===== src/design/can_tx_queue_with_id_formatting_defines.svh =====
// Assertion macros shared by the CAN transmit queue modules.
// No dependencies; included by the files that carry concurrent checks.
`ifndef CAN_TX_QUEUE_WITH_ID_FORMATTING_DEFINES_SVH
`define CAN_TX_QUEUE_WITH_ID_FORMATTING_DEFINES_SVH

// Same-cycle implication, disabled during reset.
`define CTXQ_ASSERT_IMPLY(label, clk, rst, ante, cons) \
  label: assert property (@(posedge clk) disable iff (rst) (ante) |-> (cons)) \
    else $error("ctxq check failed");

// Next-cycle implication, disabled during reset.
`define CTXQ_ASSERT_NEXT(label, clk, rst, ante, cons) \
  label: assert property (@(posedge clk) disable iff (rst) (ante) |=> (cons)) \
    else $error("ctxq check failed");

`endif


===== src/design/ctxq_pkg.sv =====
// Package for the CAN transmit queue: sizes, command codes and transaction types.
// No dependencies; imported by every module of the block.
package ctxq_pkg;

  localparam int QUEUE_DEPTH   = 16;
  localparam int CHANNEL_COUNT = 4;
  localparam int ENTRY_COUNT   = CHANNEL_COUNT * QUEUE_DEPTH;
  localparam int IDX_W         = $clog2(QUEUE_DEPTH);
  localparam int CH_W          = (CHANNEL_COUNT > 1) ? $clog2(CHANNEL_COUNT) : 1;
  localparam int ADDR_W        = (ENTRY_COUNT > 1) ? $clog2(ENTRY_COUNT) : 1;
  localparam int MID_DEPTH     = 2;
  localparam int MID_PTR_W     = $clog2(MID_DEPTH);
  localparam int MID_CNT_W     = $clog2(MID_DEPTH + 1);

  localparam logic CMD_PUSH  = 1'b0;
  localparam logic CMD_READY = 1'b1;

  typedef struct packed {
    logic        command;
    logic [1:0]  channel;
    logic [28:0] frame_id;
    logic        extended;
    logic [3:0]  frame_length;
    logic [63:0] frame_data;
    logic [2:0]  empty_flags;
  } in_t;

  typedef struct packed {
    logic        accepted;
    logic        sent;
    logic [2:0]  buffer_select;
    logic [7:0]  id_byte0;
    logic [7:0]  id_byte1;
    logic [7:0]  id_byte2;
    logic [7:0]  id_byte3;
    logic [63:0] data_out;
    logic [3:0]  length_out;
    logic        irq_enable;
  } out_t;

  // One stored frame.
  typedef struct packed {
    logic [3:0]  length;
    logic        extended;
    logic [28:0] id;
    logic [63:0] data;
  } entry_t;

  // Classified transaction handed from front to back.
  typedef struct packed {
    logic        accepted;
    logic        sent;
    logic [2:0]  buffer_select;
    logic        irq_enable;
    entry_t      frame;
  } mid_rec_t;

endpackage


===== src/design/ctxq_mid_fifo.sv =====
// Short queue between front and back so each side stalls on its own.
// Depends on ctxq_pkg and the shared assertion macros.
`include "can_tx_queue_with_id_formatting_defines.svh"
module ctxq_mid_fifo (
  input  logic               clk,
  input  logic               rst,
  input  logic               wr_en,
  input  ctxq_pkg::mid_rec_t wr_rec,
  output logic               fifo_full,
  input  logic               rd_en,
  output ctxq_pkg::mid_rec_t rd_rec,
  output logic               fifo_valid
);
  import ctxq_pkg::*;

  mid_rec_t             slots [MID_DEPTH];
  logic [MID_PTR_W-1:0] wr_ptr, rd_ptr;
  logic [MID_CNT_W-1:0] count;

  function automatic logic [MID_PTR_W-1:0] bump(input logic [MID_PTR_W-1:0] p);
    return (p == MID_PTR_W'(MID_DEPTH - 1)) ? '0 : p + 1'b1;
  endfunction

  assign fifo_full  = (count == MID_CNT_W'(MID_DEPTH));
  assign fifo_valid = (count != '0);
  assign rd_rec     = slots[rd_ptr];

  always_ff @(posedge clk) begin
    if (wr_en) begin
      slots[wr_ptr] <= wr_rec;
    end
  end

  always_ff @(posedge clk) begin
    if (rst) begin
      wr_ptr <= '0;
      rd_ptr <= '0;
      count  <= '0;
    end else begin
      if (wr_en) begin
        wr_ptr <= bump(wr_ptr);
      end
      if (rd_en) begin
        rd_ptr <= bump(rd_ptr);
      end
      if (wr_en && !rd_en) begin
        count <= count + 1'b1;
      end else if (rd_en && !wr_en) begin
        count <= count - 1'b1;
      end
    end
  end

  `CTXQ_ASSERT_IMPLY(a_no_overflow, clk, rst, wr_en, !fifo_full)
  `CTXQ_ASSERT_IMPLY(a_no_underflow, clk, rst, rd_en, fifo_valid)
  `CTXQ_ASSERT_IMPLY(a_count_bound, clk, rst, 1'b1, count <= MID_CNT_W'(MID_DEPTH))

endmodule


===== config.mk =====
export PLATFORM = sky130hd
export DESIGN_NAME = ctxq_mid_fifo
export DESIGN_NICKNAME = d
export VERILOG_FILES = /design/src/design/ctxq_pkg.sv /design/src/design/ctxq_mid_fifo.sv
export VERILOG_INCLUDE_DIRS = /design/src /design/src/design
export SDC_FILE = /design/constraint.sdc
export NUM_CORES = 1
export LEC_CHECK = 0
export BUFFER_PORTS_ARGS = -buffer_cell sky130_fd_sc_hd__buf_2
export CAP_MARGIN = 30
export CORE_ASPECT_RATIO = 0.5
export CORE_MARGIN = 3
export CORE_UTILIZATION = 40
export DETAILED_ROUTE_END_ITERATION = 10
export PLACE_DENSITY = 0.63
export SYNTH_ARGS = -nofsm -noshare
export SYNTH_HDL_FRONTEND = slang
export SYNTH_SLANG_ARGS = --single-unit

===== constraint.sdc =====
create_clock -name clk -period 5.3 [get_ports clk]
set_input_delay 0.53 -clock clk [delete_from_list [all_inputs] [get_ports clk]]
set_output_delay 0.53 -clock clk [all_outputs]
set_load 0.02 [all_outputs]

==> insert_results.sql <==
INSERT INTO impl_metrics (metric_group, metric, value, unit) VALUES
('run_status', 'status', 'completed', ''),
('timing', 'post-route-worst-setup-slack', '2.18', 'ns'),
('critical_path', 'timing.critical_path.cells', 'buf_4 > mux2_2 > buf_2', ''),
('timing', 'timing_worst_slew_pin_value', '0.900', 'ns'),
('yosys', 'synth_commonest_cells', 'sky130_fd_sc_hd__edfxtp_1 (208), sky130_fd_sc_hd__mux2_4 (60), sky130_fd_sc_hd__mux2_2 (44)', ''),
('timing', 'final-setup-viol-count', '0', ''),
('pwr', 'ir_drop', '0.216', 'mV'),
('timing', 'timing.setup.tns', '0', 'ns'),
('finish', 'final_nets', '684', ''),
('global_routing', 'busiest_layer', 'met2', ''),
('yosys', 'ys_async_sr_fraction', '0', ''),
('detailed_routing', 'vias', '3920', ''),
('hold_path', 'min_path_type', 'in -> reg', ''),
('detailed_routing', 'dr.pass1.iters', '4', ''),
('critical_path', 'crit_path_max_delay_cell_type', 'sky130_fd_sc_hd__dfxtp_4', ''),
('clock_network', 'clock-sinks', '213', ''),
('detailed_routing', 'remaining_drc_errors', '0', ''),
('timing', 'ratio_of_final_minimum_period_to_clock_period', '0.588', ''),
('critical_path', 'critical-path-max-stage-delay', '0.87', 'ns'),
('yosys', 'ys_ff_latch', '213', ''),
('clock_network', 'holdBufCountCts', '0', ''),
('detailed_routing', 'route.detailed.vias_per_inst', '4.63', ''),
('hold_path', 'whs_path_depth', '1', ''),
('timing', 'number_of_max_slew_violations_in_the_final_report', '0', ''),
('floorplan', 'die_area', '21700', 'um^2'),
('yosys', 'post_synth_main_area_contributors', 'sky130_fd_sc_hd__edfxtp_1 (78%), sky130_fd_sc_hd__mux2_4 (11%), sky130_fd_sc_hd__mux2_2 (6.2%)', ''),
('global_routing', 'grt_antenna_before_repair', '1', ''),
('yosys', 'synth_largest_area_cell', 'sky130_fd_sc_hd__edfxtp_1', ''),
('yosys', 'yosysMostFrequentCell', 'sky130_fd_sc_hd__edfxtp_1', ''),
('global_routing', 'grt_met1_usage', '0.160', ''),
('critical_path', 'timing.setup.critical_path_class', 'reg -> out', ''),
('critical_path', 'path_depth', '3', ''),
('global_routing', 'use_met3', '0.0278', ''),
('critical_path', 'critical_path.top_delay_family', 'flip-flops', ''),
('clock_network', 'cts_max_level', '1', ''),
('critical_path', 'worst-r2r-cell-count', '3', ''),
('critical_path', 'cp_data_required_time', '4.77', 'ns'),
('global_routing', 'gr-usage-met2', '0.242', ''),
('place', 'gpl.final_weighted_congestion', '0.731', ''),
('finish', 'fin_util', '0.523', ''),
('critical_path', 'critical_path.n_buffers_inverters', '2', ''),
('critical_path', 'setup.worst_path.end_class', 'output pin', ''),
('clock_network', 'cts.path.max_buffers', '3', ''),
('floorplan', 'io_pins', '214', ''),
('clock_network', 'cts_tree', 'built', ''),
('clock_network', 'worst_skew_pair.late_latency', '0.48', 'ns'),
('timing', 'min_tclk_post_route', '3.12', 'ns'),
('floorplan', 'num_rows', '35', ''),
('finish', 'n_fill_cell', '1562', ''),
('global_routing', 'grt_usage', '0.133', ''),
('job', 'maxCapViolCount', '0', ''),
('global_routing', 'first_global_vias', '4048', ''),
('detailed_routing', 'antenna_violating_nets_post_route', '0', ''),
('yosys', 'post_synthesis_cell_area', '7960', 'um^2'),
('place', 'place_ws', '2.60', 'ns'),
('global_routing', 'wire_length_of_the_first_global_routing_pass', '22500', 'um'),
('floorplan', 'vert_die_dim', '106', 'um'),
('pwr', 'p_leak', '3.84', 'nW'),
('yosys', 'syn_inst_count', '346', ''),
('critical_path', 'start_kind', 'flip-flop', ''),
('timing', 'timing.slew.headroom', '0.400', ''),
('detailed_routing', 'detailedRoute.firstIterationViolations', '179', ''),
('yosys', 'synth-main-ff-cell', 'sky130_fd_sc_hd__edfxtp_1', ''),
('clock_network', 'tritoncts.num_buffers', '20', ''),
('yosys', 'syn-num-nets', '455', ''),
('critical_path', 'critPathArrivalTime', '2.59', 'ns'),
('critical_path', 'path_max_fanout', '51', ''),
('clock_network', 'postCtsSetupRepairBufs', '0', ''),
('yosys', 'synth-edff-count', '208', ''),
('detailed_routing', 'wirelength', '14800', 'um'),
('yosys', 'ys_types', '18', '');
registers in the layout (all words and copies together) (netlist names), named ones only:
name    flops
rd_ptr      1
count       2
slots     208
wr_ptr      1
kinds of logic after synthesis:
kind of cell / share of synthesized area
AND/OR/NAND/NOR: 0.00581
adder cells (fa/ha/maj): 0.00157
XOR/XNOR: 0.00440
multiplexers: 0.175
AO/OA/AOI/OAI: 0.00126
buffers and inverters: 0.0148
flip-flops: 0.797
area by class of cell:
type	count	area [um^2]	area share
Sequential cell	213	6350	0.640
Clock buffer	27	548	0.0552
Multi-Input combinational cell	120	1510	0.152
Inverter	1	3.75	0.000378
Clock inverter	6	55.1	0.00555
Antenna cell	1	2.50	0.000252
Tap cell	259	324	0.0327
Timing Repair Buffer	219	1130	0.114
stage by stage:
step	cell area, um^2	power, mW
2_1_floorplan	7970	2.37
3_3_place_gp	9290	2.53
3_5_place_dp	9320	2.55
4_1_cts	9920	3.89
5_1_grt	9920	4.00
6_report	9920	3.83
power breakdown:
part	internal [mW]	switching (mW)	total, mW	leakage [nW]
Clock	0.771	0.562	1.33	0.293
Combinational	0.218	0.272	0.490	1.55
Sequential	1.97	0.0425	2.01	1.99
Total	2.95	0.876	3.83	3.84
layer usage:
metal | vias up | wire (um)
met5 | - | 0
met4 | 0 | 372
met3 | 25 | 640
met2 | 89 | 7960
met1 | 1975 | 5830
li1 | 1831 | -
path summary, 6_finish.rpt:
| path | start | to | slack [ns] |
|---|---|---|---|
| max | flip-flop | rd_rec[83] | 2.18 |
| min | wr_rec[103] | slots[0][103]$_DFFE_PP_ | 0.24 |
| max reg2reg | wr_ptr$_SDFFE_PP0P_ | slots[1][55]$_DFFE_PP_ | 3.30 |
| min reg2reg | count[1]$_SDFFE_PP0P_ | count[1]$_SDFFE_PP0P_ | 0.51 |
layout by cell type (no fill, tap or decap), drive strengths merged:
| cell type | instances |
|---|---|
| buf | 219 |
| edfxtp | 208 |
| mux2 | 104 |
| clkbuf | 27 |
| dfxtp | 5 |
| clkinv | 5 |
| nor2 | 4 |
| xor2 | 2 |
| xnor2 | 2 |
| nor2b | 2 |
| diode | 1 |
| or2 | 1 |
| and2 | 1 |
| inv | 1 |
| o21ai | 1 |
| or3 | 1 |
| a21oi | 1 |
| ha | 1 |
| bufinv | 1 |
(Power assumes the default switching activity.)
