File: src/design/can_tx_queue_with_id_formatting_defines.svh
// Assertion macros shared by the CAN transmit queue modules.
// No dependencies; included by the files that carry concurrent checks.
`ifndef CAN_TX_QUEUE_WITH_ID_FORMATTING_DEFINES_SVH
`define CAN_TX_QUEUE_WITH_ID_FORMATTING_DEFINES_SVH

// Same-cycle implication, disabled during reset.
`define CTXQ_ASSERT_IMPLY(label, clk, rst, ante, cons) \
  label: assert property (@(posedge clk) disable iff (rst) (ante) |-> (cons)) \
    else $error("ctxq check failed");

// Next-cycle implication, disabled during reset.
`define CTXQ_ASSERT_NEXT(label, clk, rst, ante, cons) \
  label: assert property (@(posedge clk) disable iff (rst) (ante) |=> (cons)) \
    else $error("ctxq check failed");

`endif

File: src/design/ctxq_pkg.sv
// Package for the CAN transmit queue: sizes, command codes and transaction types.
// No dependencies; imported by every module of the block.
package ctxq_pkg;

  localparam int QUEUE_DEPTH   = 16;
  localparam int CHANNEL_COUNT = 4;
  localparam int ENTRY_COUNT   = CHANNEL_COUNT * QUEUE_DEPTH;
  localparam int IDX_W         = $clog2(QUEUE_DEPTH);
  localparam int CH_W          = (CHANNEL_COUNT > 1) ? $clog2(CHANNEL_COUNT) : 1;
  localparam int ADDR_W        = (ENTRY_COUNT > 1) ? $clog2(ENTRY_COUNT) : 1;
  localparam int MID_DEPTH     = 2;
  localparam int MID_PTR_W     = $clog2(MID_DEPTH);
  localparam int MID_CNT_W     = $clog2(MID_DEPTH + 1);

  localparam logic CMD_PUSH  = 1'b0;
  localparam logic CMD_READY = 1'b1;

  typedef struct packed {
    logic        command;
    logic [1:0]  channel;
    logic [28:0] frame_id;
    logic        extended;
    logic [3:0]  frame_length;
    logic [63:0] frame_data;
    logic [2:0]  empty_flags;
  } in_t;

  typedef struct packed {
    logic        accepted;
    logic        sent;
    logic [2:0]  buffer_select;
    logic [7:0]  id_byte0;
    logic [7:0]  id_byte1;
    logic [7:0]  id_byte2;
    logic [7:0]  id_byte3;
    logic [63:0] data_out;
    logic [3:0]  length_out;
    logic        irq_enable;
  } out_t;

  // One stored frame.
  typedef struct packed {
    logic [3:0]  length;
    logic        extended;
    logic [28:0] id;
    logic [63:0] data;
  } entry_t;

  // Classified transaction handed from front to back.
  typedef struct packed {
    logic        accepted;
    logic        sent;
    logic [2:0]  buffer_select;
    logic        irq_enable;
    entry_t      frame;
  } mid_rec_t;

endpackage

File: src/design/ctxq_back.sv
// Back end: packs the identifier registers and holds the result register.
// Depends on ctxq_pkg.
module ctxq_back (
  input  logic               clk,
  input  logic               rst,
  input  logic               mid_valid,
  input  ctxq_pkg::mid_rec_t mid_rec,
  output logic               mid_pop,
  output logic               empty,
  input  logic               pop,
  output ctxq_pkg::out_t     result
);
  import ctxq_pkg::*;

  logic out_valid;
  out_t out_reg;
  out_t packed_res;

  always_comb begin
    packed_res               = '0;
    packed_res.accepted      = mid_rec.accepted;
    packed_res.sent          = mid_rec.sent;
    packed_res.buffer_select = mid_rec.buffer_select;
    packed_res.irq_enable    = mid_rec.irq_enable;
    if (mid_rec.sent) begin
      packed_res.data_out   = mid_rec.frame.data;
      packed_res.length_out = mid_rec.frame.length;
      if (mid_rec.frame.extended) begin
        // Extended layout: format bit sits at bit 3 of byte 1.
        packed_res.id_byte0 = mid_rec.frame.id[28:21];
        packed_res.id_byte1 = {mid_rec.frame.id[20:18], 2'b01, mid_rec.frame.id[17:15]};
        packed_res.id_byte2 = mid_rec.frame.id[14:7];
        packed_res.id_byte3 = {mid_rec.frame.id[6:0], 1'b0};
      end else begin
        packed_res.id_byte0 = mid_rec.frame.id[10:3];
        packed_res.id_byte1 = {mid_rec.frame.id[2:0], 5'b00000};
      end
    end
  end

  assign mid_pop = mid_valid && (!out_valid || pop);
  assign empty   = !out_valid;
  assign result  = out_reg;

  always_ff @(posedge clk) begin
    if (rst) begin
      out_valid <= 1'b0;
    end else if (mid_pop) begin
      out_valid <= 1'b1;
    end else if (pop) begin
      out_valid <= 1'b0;
    end
  end

  always_ff @(posedge clk) begin
    if (mid_pop) begin
      out_reg <= packed_res;
    end
  end

endmodule

File: config.mk
export PLATFORM = sky130hd
export DESIGN_NAME = ctxq_back
export DESIGN_NICKNAME = d
export VERILOG_FILES = /design/src/design/can_tx_queue_with_id_formatting_defines.svh /design/src/design/ctxq_pkg.sv /design/src/design/ctxq_back.sv
export SDC_FILE = /design/constraint.sdc
export NUM_CORES = 1
export LEC_CHECK = 0
export BUFFER_PORTS_ARGS = -buffer_cell sky130_fd_sc_hd__buf_2
export CORE_MARGIN = 5
export CORE_UTILIZATION = 40
export DETAILED_ROUTE_END_ITERATION = 7
export GPL_ROUTABILITY_DRIVEN = 0
export PLACE_DENSITY = 0.81
export SYNTH_ARGS = -nofsm -noshare
export SYNTH_HDL_FRONTEND = slang
export SYNTH_SLANG_ARGS = --single-unit
File: constraint.sdc
create_clock -name clk -period 3.1 [get_ports clk]
set_input_delay 0.31 -clock clk [delete_from_list [all_inputs] [get_ports clk]]
set_output_delay 0.31 -clock clk [all_outputs]
set_load 0.02 [all_outputs]
==> summary.md, run 1 <==
| Metric | Value |
|---|---|
| Proportion of layout cells with a drive suffix above 1 | 50.55% |
| Source of the worst register-to-register timing path | out_valid |
| Via count of the first global-routing pass | 2471 |
| Top cells by count, synth | edfxtp_1 (104), and2_1 (70), and3_1 (18), mux2i_1 (11), nor2b_1 (10) |
| Distinct cell type count after synthesis | 15 |
| Post-Syn Instances | 235 |
| Maximum clock frequency | 519.5 MHz |
| Clk sinks | 105 |
| Proportion of synthesized flip-flops having asynchronous set or reset | 0% |
| Number of cell instances on the worst register-to-register path | 3 |
| Sequential element share of the synthesized area | 78.45% |
| Starting density of the core | 40.99% |
| Least-Margin Pin Slew | 1.195 ns |
| Final TNS setup | 0 ns |
| Biggest area contributors in the synthesized netlist | edfxtp_1 (78%), and2_1 (11%), and3_1 (2.8%), mux2i_1 (2.7%), nor2b_1 (1.6%) |
| Worst Hold Path Cells | 2 |
| Remaining global-route overflow | 0 |
| Crit-path cells | nand2b_1 > and2_4 > buf_2 |
| Post-Place Cell Area | 5155 sq um |
| Mean Syn Cell Area | 17.05 sq um |
| Number of inserted diodes | 0 |
| # nets final | 554 |
| Power density relative to cell area | 539.4 nW/um^2 |
| Register-to-register path setup slack | 1.38 ns |
| Worst hold slack across all endpoints | 0.09798 ns |
| Post-route cell area | 5343 sq um |
| Shortest clock period the worst path allows after layout | 1.925 ns |
| End-of-flow core utilization | 54.66% |
| Flip-flop and latch area | 3143 sq um |
| Fin worst setup slack | 1.175 ns |
| Hold Path Sink | out_valid |
| Unrepaired setup endpoints after global routing | false |
| Static leakage | 2.399 nW |
| Maximum root-to-sink buffer count | 2 |
| #FFs+latches synth | 105 |
| Worst Path Arrival | 1.61 ns |
| Count of TritonRoute iterations in the first routing pass | 4 |
| Number of resized instances in the post-cts repair step | 0 |
| Count of flip-flops with a built-in enable after synthesis | 104 |
| Max cap viols | 0 |
| Library cell with the highest instance count after synthesis | edfxtp_1 |
| Die H | 110.1 um |
| Number of buffers inserted to repair setup after CTS | 0 |
| Initial antenna violation count | 0 |
| Reg-to-reg endpoint | result[81] |
| Average detailed-routed wire length per instance | 15.18 um |
| Cell type with the largest total area after synthesis | edfxtp_1 |
| Syn Std Cell Area | 4006 sq um |
| Top-area cell type share of the netlist area | 77.95% |
| Largest fanout of any net on the critical path | 49 |
| Count of standard-cell rows | 36 |
| Hold path startpoint | rst |
| Crit-path max cell delay | 0.56 ns |
| Number of hold violations in the final report | 0 |
| Core box area | 9774 sq um |
| Relative area change from synthesis to final layout | 33.35% |
| CP max stage cell | and2_4 |
| WP data required | 2.79 ns |
| Count of routing violations after the opening detailed-route iteration | 89 |
| Worst Setup Path Type | reg2out |
| Root cell of the clock tree | clkbuf_8 |
| Worst slack after detailed placement | 1.269 ns |
| Worst slew margin relative to its limit | 20.36% |
| Boundary Pins | 216 |
| CP Capture Type | primary output |
| Insertion delay of the later-clocked pin in the worst-skew pair | 0.35 ns |
| Multi-input gate area | 752.0 sq um |
| Non-filler cells, final | 584 |
| Number of vias after detailed routing | 2573 |
| Final antenna-violating net count | 0 |
| Residual DRC | 0 |
| Global-route usage over all layers | 14.07% |
| Clock slew at the register clock pins of the worst setup and hold paths | 0.09 ns |
| Final period utilization | 62.09% |
| Setup-failing EPs final | 0 |
| TritonCTS clock tree | yes |
| Peak supply drop | 235.6 uV |
| Quantity of hold-fixing buffers added after cts | 0 |
| I/O Buffers | 213 |
| Layout filler cell count | 826 |
| Worst min-delay path category | in2reg |
| Yosys warns | 0 |
| Result of the run | finished clean |
| Die Outline Area | 12120 sq um |
| Number of CTS-inserted buffers | 9 |
| Horizontal die dimension | 110.1 um |
| Final Max Slew Viols | 0 |
| # H-tree levels | 3 |
| Count of placed standard cells including taps | 568 |
| Post-detailed-route via-to-cell ratio | 4.406 |
| Element type at the critical path start | flip-flop |
| Wire length of the first global-routing pass | 12.52 mm |
| Largest net degree at the start of global routing | 100 |
| Commonest register cell after synthesis | edfxtp_1 |
| Total design power | 2.882 mW |
| Clock skew | 0.007049 ns |
| DRT Wirelength | 8.864 mm |
==> state kept, by name, indices dropped and copies added, names as in the netlist <==
signal and cells:
out_valid 1, result 104
==> how the worst max path moves through the flow <==
| stage | from | end | slack [ns] | depth (start not counted) |
|---|---|---|---|---|
| after floorplan | pop | result[0] | 0.88 | 2 |
| after global placement | pop | result[86] | 1.33 | 4 |
| after detailed placement | pop | result[86] | 1.27 | 4 |
| after CTS | out_valid | mid_pop | 1.09 | 3 |
| after global routing | out_valid | mid_pop | 1.03 | 3 |
| final | out_valid | mid_pop | 1.18 | 3 |
==> routing by layer <==
layer  routed length (um)  GRT usage (%)  up-vias
met1                 3214          15.38     1167
met2                 4281          23.53      148
met4                   85          5.076        0
met5                    0              0        -
met3                 1282          7.105        7
li1                     -              -     1251
==> power breakdown <==
group	switching [mW]	total (mW)	internal [mW]
registers	0.0226	1.69	1.67
clock network	0.432	0.804	0.371
logic	0.241	0.388	0.148
==> cell type report <==
class,instances,area share (%)
clock buffers,11,2.459
clock inverters,5,1.054
inverters,2,0.1405
multi-input cells,114,14.07
flip-flops and latches,105,58.83
well taps,133,3.115
repair buffers,214,20.33
==> cells by family after synthesis <==
logic type / Yosys count / synth area share (%)
and+or+nand+nor: 100 / 15.65
other: 1 / 0.09360
AOI/OAI and AO/OA: 1 / 0.1248
muxes: 11 / 2.748
DFF: 105 / 78.45
buffers and inverters: 17 / 2.936
==> cells in the final DEF (no fill, tap or decap) <==
cell,instances
clkbuf_1,2
conb_1,2
and2_1,69
inv_1,2
clkinv_1,1
and3_1,18
nor2b_1,10
and2_4,1
buf_2,213
clkbuf_8,9
bufinv_16,1
dfxtp_1,1
nand2b_1,1
buf_12,1
mux2i_1,11
edfxtp_1,104
a21oi_1,1
clkinvlp_4,3
and2b_1,1
==> worst max-delay path, delay by kind of cell (launching register included) <==
| family | cells | cell delay (ns) |
|---|---|---|
| flops | 1 | 0.32 |
| buf+inv | 1 | 0.28 |
| simple gates | 2 | 0.65 |
Power figures use the tool's default switching activity.
==> run 2: changes to the inputs <==
--- a/config.mk
+++ b/config.mk
@@ -7,10 +7,10 @@
 export LEC_CHECK = 0
 export BUFFER_PORTS_ARGS = -buffer_cell sky130_fd_sc_hd__buf_2
 export CORE_MARGIN = 5
-export CORE_UTILIZATION = 40
+export CORE_UTILIZATION = 44
 export DETAILED_ROUTE_END_ITERATION = 7
 export GPL_ROUTABILITY_DRIVEN = 0
-export PLACE_DENSITY = 0.81
+export PLACE_DENSITY = 0.84
 export SYNTH_ARGS = -nofsm -noshare
 export SYNTH_HDL_FRONTEND = slang
 export SYNTH_SLANG_ARGS = --single-unit
==> constraint.sdc (replaced) <==
create_clock -name clk -period 2 [get_ports clk]
set_input_delay 0.2 -clock clk [delete_from_list [all_inputs] [get_ports clk]]
set_output_delay 0.2 -clock clk [all_outputs]
set_load 0.02 [all_outputs]
==> summary.md, run 2 (same netlist as run 1, synthesis figures left out) <==
| Metric | Value |
|---|---|
| CP max stage cell | dfxtp_1 |
| Worst slack after detailed placement | 0.3807 ns |
| Shortest clock period the worst path allows after layout | 1.626 ns |
| Final TNS setup | 0 ns |
| Clock slew at the register clock pins of the worst setup and hold paths | 0.10 ns |
| Final period utilization | 81.31% |
| Largest fanout of any net on the critical path | 52 |
| Starting density of the core | 45.50% |
| Post-detailed-route via-to-cell ratio | 4.621 |
| Global-route usage over all layers | 15.81% |
| Crit-path cells | nand2b_1 > and2_4 > buf_12 > buf_2 |
| Worst Path Arrival | 1.43 ns |
| Static leakage | 2.453 nW |
| Final Max Slew Viols | 0 |
| Number of CTS-inserted buffers | 9 |
| Number of resized instances in the post-cts repair step | 0 |
| Top library cells by usage in the layout, fill and taps aside | buf_2 (213), edfxtp_1 (104), and2_1 (69), and3_1 (18), mux2i_1 (11) |
| Cell family with the largest share of critical-path delay | buffers and inverters |
| Proportion of layout cells with a drive suffix above 1 | 50.55% |
| Fin worst setup slack | 0.3738 ns |
| Core box area | 8806 sq um |
| # nets final | 560 |
| CP Capture Type | primary output |
| Residual DRC | 0 |
| Horizontal die dimension | 105.4 um |
| Flip-flop count of the largest register after layout | 104 |
| Max cap viols | 0 |
| # H-tree levels | 3 |
| WP data required | 1.80 ns |
| Worst hold slack across all endpoints | 0.02509 ns |
| Insertion delay of the later-clocked pin in the worst-skew pair | 0.35 ns |
| Crit-path max cell delay | 0.32 ns |
| Number of vias after detailed routing | 2611 |
| Setup-failing EPs final | 0 |
| Worst slew margin relative to its limit | 19.14% |
| TritonCTS clock tree | yes |
| Remaining global-route overflow | 0 |
| Relative area change from synthesis to final layout | 35.07% |
| Count of TritonRoute iterations in the first routing pass | 4 |
| Number of inserted diodes | 0 |
| Least-Margin Pin Slew | 1.213 ns |
| Die H | 105.4 um |
| Wire length of the first global-routing pass | 13.76 mm |
| Power density relative to cell area | 858.4 nW/um^2 |
| Count of standard-cell rows | 34 |
| Die Outline Area | 11110 sq um |
| Crit path buf inv count | 2 |
| Root cell of the clock tree | clkbuf_8 |
| Worst min-delay path category | in2reg |
| Count of routing violations after the opening detailed-route iteration | 103 |
| Clock skew | 0.01061 ns |
| Average detailed-routed wire length per instance | 16.00 um |
| Initial antenna violation count | 0 |
| Boundary Pins | 216 |
| Total design power | 4.645 mW |
| End-of-flow core utilization | 61.45% |
| Unrepaired setup endpoints after global routing | false |
| Maximum root-to-sink buffer count | 2 |
| Most common library cell in the layout ignoring fill and taps | buf_2 |
| Number of hold violations in the final report | 0 |
| Result of the run | finished clean |
| Final antenna-violating net count | 0 |
| DRT Wirelength | 9.039 mm |
| I/O Buffers | 213 |
| Largest net degree at the start of global routing | 100 |
| Element type at the critical path start | flip-flop |
| Via count of the first global-routing pass | 2757 |
| Maximum clock frequency | 614.9 MHz |
| Peak supply drop | 504.3 uV |
| Clk sinks | 105 |
| Worst Setup Path Type | reg2out |
-- run 2: layout make-up --
cell class / count / area, sq um
multi-input combinational: 114 / 752.0
tap: 108 / 135.1
timing repair buffer: 220 / 1156
clock inverter: 7 / 93.84
inverter: 2 / 7.507
clock buffer: 9 / 123.9
fill: 667 / 3395
sequential: 105 / 3143
-- run 2: per-stage QoR --
stage | cell area [sq um] | instances
floorplan | 4013 | 236
global placement | 5144 | 544
detailed placement | 5144 | 544
CTS | 5391 | 563
global route | 5411 | 565
finish | 5411 | 565
-- run 2: worst paths after layout --
check | startpoint | endpoint | slack (ns) | cells after the start
setup reg to reg | out_valid | result[27] | 0.79 | 3
setup / recovery | out_valid | mid_pop | 0.37 | 4
hold / removal | mid_rec[100] | result[102] | 0.03 | 1
hold reg to reg | out_valid | out_valid | 0.50 | 2
-- run 2: report_power, final --
| part | switching [mW] | internal [mW] |
|---|---|---|
| Sequential | 0.0332 | 2.58 |
| Combinational | 0.379 | 0.241 |
| Clock | 0.704 | 0.706 |
-- run 2: what timing repair did --
| item | 4_1_cts | 5_1_grt |
|---|---|---|
| buffers inserted | 0 | 0 |
| endpoints found under the hold margin | 3 | 2 |
| hold buffers | 3 | 2 |
-- run 2: worst reg2reg max path, cell delays in order, from the launching register on --
cell and delay (ns):
dfxtp_1 0.32, nand2b_1 0.08, and2_4 0.18, buf_12 0.26
-- run 2: layer usage --
metal,share of wire [%],track usage (%),routed length [um],vias up
met4,1.4,4.967,123,0
met1,36,16.53,3241,1213
met2,52,28.73,4737,128
met5,0,0,0,-
met3,10,6.601,937,11
li1,-,-,-,1259
